$ cat src/rtl/mdq_ram.sv
// Generic single-write, single-read synchronous RAM with registered read data.
// Read data holds its value until the next read. No dependencies.
module mdq_ram #(
	parameter int WIDTH = 8,
	parameter int DEPTH = 16
) (
	input  logic                     clk,
	input  logic                     we,
	input  logic [$clog2(DEPTH)-1:0] waddr,
	input  logic [WIDTH-1:0]         wdata,
	input  logic                     re,
	input  logic [$clog2(DEPTH)-1:0] raddr,
	output logic [WIDTH-1:0]         rdata
);

	logic [WIDTH-1:0] mem [DEPTH];

	always_ff @(posedge clk) begin
		if (we) begin
			mem[waddr] <= wdata;
		end
		if (re) begin
			rdata <= mem[raddr];
		end
	end

endmodule

$ cat config.mk
export PLATFORM = sky130hd
export DESIGN_NAME = mdq_ram
export DESIGN_NICKNAME = d
export VERILOG_FILES = /design/src/rtl/mdq_ram.sv
export SDC_FILE = /design/constraint.sdc
export NUM_CORES = 1
export LEC_CHECK = 0
export BUFFER_PORTS_ARGS = -buffer_cell sky130_fd_sc_hd__buf_2
export CAP_MARGIN = 5
export CORE_ASPECT_RATIO = 0.8
export CORE_MARGIN = 4
export CORE_UTILIZATION = 50
export DETAILED_ROUTE_END_ITERATION = 8
export PLACE_DENSITY = 0.76
export SLEW_MARGIN = 10
export SYNTH_ARGS = -nofsm -noshare
export SYNTH_HDL_FRONTEND = slang
export SYNTH_SLANG_ARGS = --single-unit
$ cat constraint.sdc
create_clock -name clk -period 2 [get_ports clk]
set_input_delay 0.3 -clock clk [delete_from_list [all_inputs] [get_ports clk]]
set_output_delay 0.3 -clock clk [all_outputs]
set_load 0.01 [all_outputs]
; Word-level counts from Yosys, hierarchy flattened
; Memory sizes are Yosys's and may differ from the RTL's. A register that Yosys moved wholly into a read port is not among the register bits.
; Index checks and enable logic that the tools add are counted.
[word_totals]
output_inout_bits = 8
ram_bits = 128
regBits = 0
n_memories = 1
word_cells = 3
input_bits = 19
[memory_table]
columns = name, depth, word_bits, rd, rd_ports_with_merged_regs, write_ports, line_no
row1 = mem, 16, 8, 1, 1, 1, 16  ; logic [WIDTH-1:0] mem [DEPTH];
[op_classes]
muxes = 2
[ops]
columns = operator, n
row1 = $mux W1, 2

; Longest topological paths before layout
; Gate-level depths: netlist (run 1).
[depth]
word_depth = 2
mapped_depth = 5
depth_no_buf = 3

; Worst setup path after synthesis (run 1)
; OpenSTA, ideal clock, no wires.
[synth_timing]
path_type = input to register
from = input port waddr[2]
to = memory mem[0][0] (enable)
setup_ps = 383
path_slack_ps = 207
t_arrival_ps = 1410
path_buffers = 0
path_stages = 2
t_required_ps = 1617
path_cell_list = or3b_2 -> nor3_1
[synth_rtl]
columns = item, line_no
row1 = "start, declared", 9  ; input logic [$clog2(DEPTH)-1:0] waddr,
row2 = "end, declared", 16
; No word-level cell before the write port.

==> impl_metrics.py, run 1 <==
metrics = {
    "clock_tree": {
        "postCtsHoldBufs": 0,
        "post_cts_buffers": 0,
        "cts.clk_slew.worst_paths_ps": 50,
        "clk_path_buf_depth": 2,
        "tritoncts": "built",
        "cts_root_buffer": "clkbuf_16",
        "h-tree-depth": 4,
        "cts.sinks": 136,
        "clock_latency_ps": 410,
        "cts_resized": 0,
        "cts_made_buffers": 17,
    },
    "floorplan": {
        "pin_count": 27,
        "row_count": 33,
        "initial_utilization_pct": 51.1,
        "dieArea_sq_um": 12200,
        "core-area_sq_um": 10200,
        "die_x_um": 122,
        "chipHeight_um": 99.5,
    },
    "timing": {
        "clock_skew_ps": 6.58,
        "finalMaxSlewViolations": 0,
        "finalSetupViolCount": 0,
        "period_minus_slack_ps": 1490,
        "finalHoldViolations": 0,
        "fmax_mhz": 672,
        "tns_ps": 0,
        "max_slew.worst_pin.slew_ps": 413,
        "slew_headroom_pct": 72.5,
        "rsz0062_at_grt": "no",
        "min_period_over_period_pct": 74.4,
        "setup_ws_ps": 512,
    },
    "detailed_routing": {
        "drcViolationCount": 0,
        "vias": 2460,
        "drt_iter0_drc": 205,
        "antenna_left": 0,
        "wl_um": 9830,
        "firstDrtPassIters": 4,
        "vias_per_cell": 5.63,
        "post_drt_wl_per_cell_um": 22.5,
    },
    "final_layout": {
        "drive_gt1_share_pct": 31.3,
        "multi_input_area_sq_um": 1060,
        "syn2layout_area_growth_pct": 18.7,
        "seq_area_sq_um": 4080,
        "fin_nets": 304,
        "n_fill_cell": 773,
        "stdcell_count": 437,
        "n_antenna_cell": 0,
    },
    "global_routing": {
        "grt_usage_pct": 18.0,
        "grt_pass1_wl_um": 15200,
        "grt_overflow": 0,
        "first_global_vias": 2616,
        "grt_start_max_net_pins": 33,
        "antenna_found_initial": 0,
    },
    "pwr": {
        "ir_drop_v": 0.000676,
        "powerDensity_nw_per_um2": 1050,
        "power_frac_seq_pct": 49.6,
        "pwr-share-clk_pct": 45.8,
        "swShare_pct": 19.2,
        "p_switching_mw": 1.25,
        "p_leak_nw": 2.12,
        "intPower_mw": 5.26,
        "combPwrFrac_pct": 4.6,
    },
    "logic_synthesis": {
        "synthArstFlopShare_pct": 0,
        "ys_seq_area_share_pct": 78.1,
        "synth.most_common_cell": "edfxtp_1",
        "synth_area_sq_um": 5230,
        "yosysTopAreaCell": "edfxtp_1",
        "synth_commonest_cells": "136 x edfxtp_1, 18 x mux4_2, 16 x a22oi_1, 14 x mux4_1, 13 x nor2_1",
        "synth-edff-count": 136,
        "synth_top_area_share_pct": 78.1,
        "ys_seq_elements": 136,
        "synthCells": 229,
        "syn_area_per_cell_sq_um": 22.8,
        "synth_cell_types": 18,
        "syn_nets": 248,
        "yosys_warnings": 0,
        "synthFlopType": "edfxtp_1",
        "synthTopCellsByArea": "edfxtp_1 78%, mux4_2 7.8%, mux4_1 7.0%, a22oi_1 2.3%, nor2_1 0.93%",
    },
    "placed_design": {
        "dpl.hpwl_um": 6210,
        "place_ws_ps": 137,
        "dp.cells": 406,
        "place_congestion": 0.748,
        "port_buffers": 26,
    },
    "setup_path": {
        "path_max_fanout": 1,
        "worstSetupStartpointType": "flip-flop",
        "endpoint_kind": "flip-flop",
        "critPathKind": "flip-flop to flip-flop",
        "cp.required_ps": 2150,
        "arrival_ps": 1630,
    },
    "flow_run": {
        "maxCapViolations": 0,
    },
    "status": {
        "status": "completed",
    },
    "worst_hold_path": {
        "hold_path.class": "input port to flip-flop",
    },
}
-- registers in the layout (all words and copies together), names as in the netlist --
signal	count
mem	128
rdata	8
-- metal layers --
layer / track usage, % / wire length (um)
met5: 0 / 0
met4: 5.16 / 102
met3: 6.82 / 566
met2: 26.1 / 4630
met1: 25.9 / 4530
-- worst paths after layout --
path	start	end	slack (ps)	depth (start not counted)
worst max-delay path	mem[9][4]	rdata[4]	510	3
worst min-delay path	re	rdata[7]	270	1
worst max register to register	mem[9][4]	rdata[4]	510	3
worst min register to register	mem[8][1]	rdata[1]	760	3
-- stage by stage --
step,power (mW),hold WS [ps],util (%),cell area [sq um]
after global routing,6.74,248,60.6,6210
after global placement,3.57,670,55.1,5640
after floorplan,3.45,399,-,5230
final,6.51,273,60.6,6210
after detailed placement,3.59,682,55.1,5640
after CTS,6.56,247,60.6,6210
-- cell type report --
type                       count  share of cell area [%]
multi-input combinational     83                    17.0
tap                          140                    2.82
timing repair buffer          47                    5.24
sequential                   136                    65.8
clock buffer                  18                    6.91
clock inverter                13                    2.20
-- worst max-delay path, stage by stage, from the launching register on --
cell	delay (ps)
edfxtp_1	360
mux4_1	520
a22oi_1	240
nand2_1	100
-- logic make-up after synthesis --
group           count (synthesis)  share of synthesized area, %
buf+inv                        10                          1.65
simple gates                   35                          3.14
compound gates                 16                          2.30
mux                            32                          14.8
flops                         136                          78.1
-- placed cells by master (no fill, tap or decap), types with 4 or more instances in the layout --
cell       instances
a22oi_1           16
buf_2             26
buf_4             18
clkbuf_16         17
clkinv_2           7
edfxtp_1         136
mux4_1            14
mux4_2            18
nand2_1            9
nor2_1            13
nor3_1             4
-- power groups by stage --
stage                     Combinational (mW)  Sequential (mW)  Clock [mW]
final                                  0.297             3.23        2.98
after global routing                   0.324             3.24        3.18
after CTS                              0.302             3.23        3.03
after detailed placement               0.301             3.29           0
after global placement                 0.289             3.29           0
after floorplan                        0.162             3.29           0
No activity file was read; power rests on OpenSTA's default activity.
==> run 2, diff against run 1 <==
--- a/config.mk
+++ b/config.mk
@@ -5,13 +5,14 @@
 export SDC_FILE = /design/constraint.sdc
 export NUM_CORES = 1
 export LEC_CHECK = 0
+export ABC_AREA = 1
 export BUFFER_PORTS_ARGS = -buffer_cell sky130_fd_sc_hd__buf_2
 export CAP_MARGIN = 5
 export CORE_ASPECT_RATIO = 0.8
 export CORE_MARGIN = 4
 export CORE_UTILIZATION = 50
 export DETAILED_ROUTE_END_ITERATION = 8
-export PLACE_DENSITY = 0.76
+export PLACE_DENSITY = 0.79
 export SLEW_MARGIN = 10
 export SYNTH_ARGS = -nofsm -noshare
 export SYNTH_HDL_FRONTEND = slang
==> constraint.sdc (replaced) <==
create_clock -name clk -period 1.3 [get_ports clk]
set_input_delay 0.195 -clock clk [delete_from_list [all_inputs] [get_ports clk]]
set_output_delay 0.195 -clock clk [all_outputs]
set_load 0.01 [all_outputs]
==> impl_metrics.py, run 2 <==
metrics = {
    "status": {
        "status": "completed",
    },
    "logic_synthesis": {
        "synthArstFlopShare_pct": 0,
        "ys_seq_elements": 136,
        "synth-edff-count": 136,
        "synthFlopType": "edfxtp_1",
        "synthCells": 551,
        "syn_nets": 570,
        "yosysTopAreaCell": "edfxtp_1",
        "synth_top_area_share_pct": 69.8,
        "synth_cell_types": 11,
        "synth.most_common_cell": "nand2_1",
        "synth_commonest_cells": "173 x nand2_1, 136 x edfxtp_1, 100 x inv_1, 97 x nand3_1, 17 x nor2_1",
        "yosys_warnings": 0,
        "synth_area_sq_um": 5850,
        "ys_seq_area_share_pct": 69.8,
        "synthTopCellsByArea": "edfxtp_1 70%, nand2_1 11%, nand3_1 8.3%, inv_1 6.4%, buf_6 1.2%",
        "syn_area_per_cell_sq_um": 10.6,
    },
    "placed_design": {
        "port_buffers": 26,
        "place_congestion": 0.886,
        "place_ws_ps": -123,
        "dpl.hpwl_um": 8820,
    },
    "pwr": {
        "p_leak_nw": 3.01,
        "power_frac_seq_pct": 47.7,
        "pwr-share-clk_pct": 46.0,
        "total_power_mw": 10.4,
        "p_switching_mw": 2.12,
        "intPower_mw": 8.31,
        "swShare_pct": 20.3,
        "powerDensity_nw_per_um2": 1510,
        "combPwrFrac_pct": 6.3,
        "ir_drop_v": 0.00103,
    },
    "final_layout": {
        "n_fill_cell": 909,
        "reg_top3": "mem: 128 flops, rdata: 8 flops",
        "largest-register": "mem",
        "largest_register_ff_count": 128,
        "syn2layout_area_growth_pct": 18.0,
        "drive_gt1_share_pct": 14.2,
        "n_antenna_cell": 0,
        "fin_nets": 626,
        "final_common_cell": "nand2_1",
        "final_cell_mix": "173 x nand2_1, 136 x edfxtp_1, 100 x inv_1",
    },
    "floorplan": {
        "row_count": 35,
        "die_x_um": 129,
        "chipHeight_um": 105,
        "pin_count": 27,
        "dieArea_sq_um": 13500,
        "core-area_sq_um": 11500,
        "initial_utilization_pct": 51.0,
    },
    "clock_tree": {
        "h-tree-depth": 4,
        "postCtsHoldBufs": 0,
        "tritoncts": "built",
        "post_cts_buffers": 0,
        "clock_latency_ps": 420,
        "cts_resized": 0,
        "cts.sinks": 136,
        "cts_root_buffer": "clkbuf_16",
        "cts_made_buffers": 17,
        "clk_path_buf_depth": 2,
        "cts.clk_slew.worst_paths_ps": 60,
    },
    "timing": {
        "slew_headroom_pct": 72.8,
        "setup_ws_ps": 86.6,
        "period_minus_slack_ps": 1210,
        "min_period_over_period_pct": 93.3,
        "rsz0062_at_grt": "no",
        "finalMaxSlewViolations": 0,
        "clock_skew_ps": 7.09,
        "finalHoldViolations": 0,
        "max_slew.worst_pin.slew_ps": 408,
        "finalSetupViolCount": 0,
        "fmax_mhz": 824,
    },
    "global_routing": {
        "met1_usage_pct": 29.9,
        "grt_start_max_net_pins": 41,
        "first_global_vias": 3960,
        "grt_pass1_wl_um": 21600,
        "grt_util_met2_pct": 31.9,
        "grt_overflow": 0,
        "antenna_found_initial": 0,
        "grt_usage_pct": 21.9,
        "top_usage_layer": "met2",
        "use_met3_pct": 8.64,
    },
    "setup_path": {
        "slowest_stage": "edfxtp_1",
        "cp_num_buf_inv": 1,
        "cp_cell_sequence": "buf_2",
        "critPathKind": "flip-flop to output pin",
        "cpLargestDelayFamily": "flip-flops",
        "path_max_fanout": 1,
        "max_stage_delay_ps": 430,
        "arrival_ps": 1020,
        "endpoint_kind": "output pin",
        "worstSetupStartpointType": "flip-flop",
        "cp.required_ps": 1110,
    },
    "detailed_routing": {
        "vias_per_cell": 5.25,
        "wl_um": 13800,
        "firstDrtPassIters": 5,
        "antenna_left": 0,
        "vias": 4018,
        "post_drt_wl_per_cell_um": 18.0,
        "drt_iter0_drc": 526,
        "drcViolationCount": 0,
    },
    "worst_hold_path": {
        "hold_path.class": "input port to flip-flop",
    },
    "flow_run": {
        "maxCapViolations": 0,
    },
}
## run 2: logic make-up after synthesis
logic type | Yosys count | share of synthesized area (%)
and+or+nand+nor | 289 | 20.8
buffers and inverters | 126 | 9.39
DFF | 136 | 69.8
## run 2: area by class of cell
type / instances / area, sq um / share of cell area (%)
clock inverters: 11 / 156 / 2.27
flip-flops and latches: 136 / 4080 / 59.2
multi-input cells: 289 / 1210 / 17.6
inverters: 102 / 383 / 5.55
clock buffers: 19 / 433 / 6.28
well taps: 148 / 185 / 2.68
repair buffers: 61 / 443 / 6.42
## run 2: worst paths after layout
check / cells past startpoint / slack (ps) / from / to
max: 1 / 90 / rdata[3] / rdata[3]
min: 1 / 160 / re / rdata[1]
max reg2reg: 6 / 170 / mem[11][7] / rdata[7]
min reg2reg: 6 / 770 / mem[12][2] / rdata[2]
## run 2: routing by layer
layer | routed length, um | vias up | share of wire (%)
li1 | - | 1892 | -
met1 | 5540 | 1868 | 40
met2 | 6280 | 231 | 46
met3 | 1610 | 27 | 12
met4 | 327 | 0 | 2.4
met5 | 0 | - | 0
## run 2: power groups by stage
stage               Combinational [mW]  Clock (mW)  Sequential (mW)
finish                           0.654        4.80             4.98
global route                     0.722        5.09             4.98
CTS                              0.651        4.86             4.98
detailed placement               0.644           0             5.07
global placement                 0.622           0             5.06
floorplan                        0.346           0             5.06
## run 2: through the flow
stage	util [%]	cell area (sq um)	hold slack [ps]	instances	setup TNS (ps)
after floorplan	-	5850	294	551	0
after global placement	55.0	6310	580	736	-239
after detailed placement	55.0	6310	583	736	-447
after CTS	60.1	6900	144	766	0
after global routing	60.1	6900	140	766	0
final	60.1	6900	162	766	0
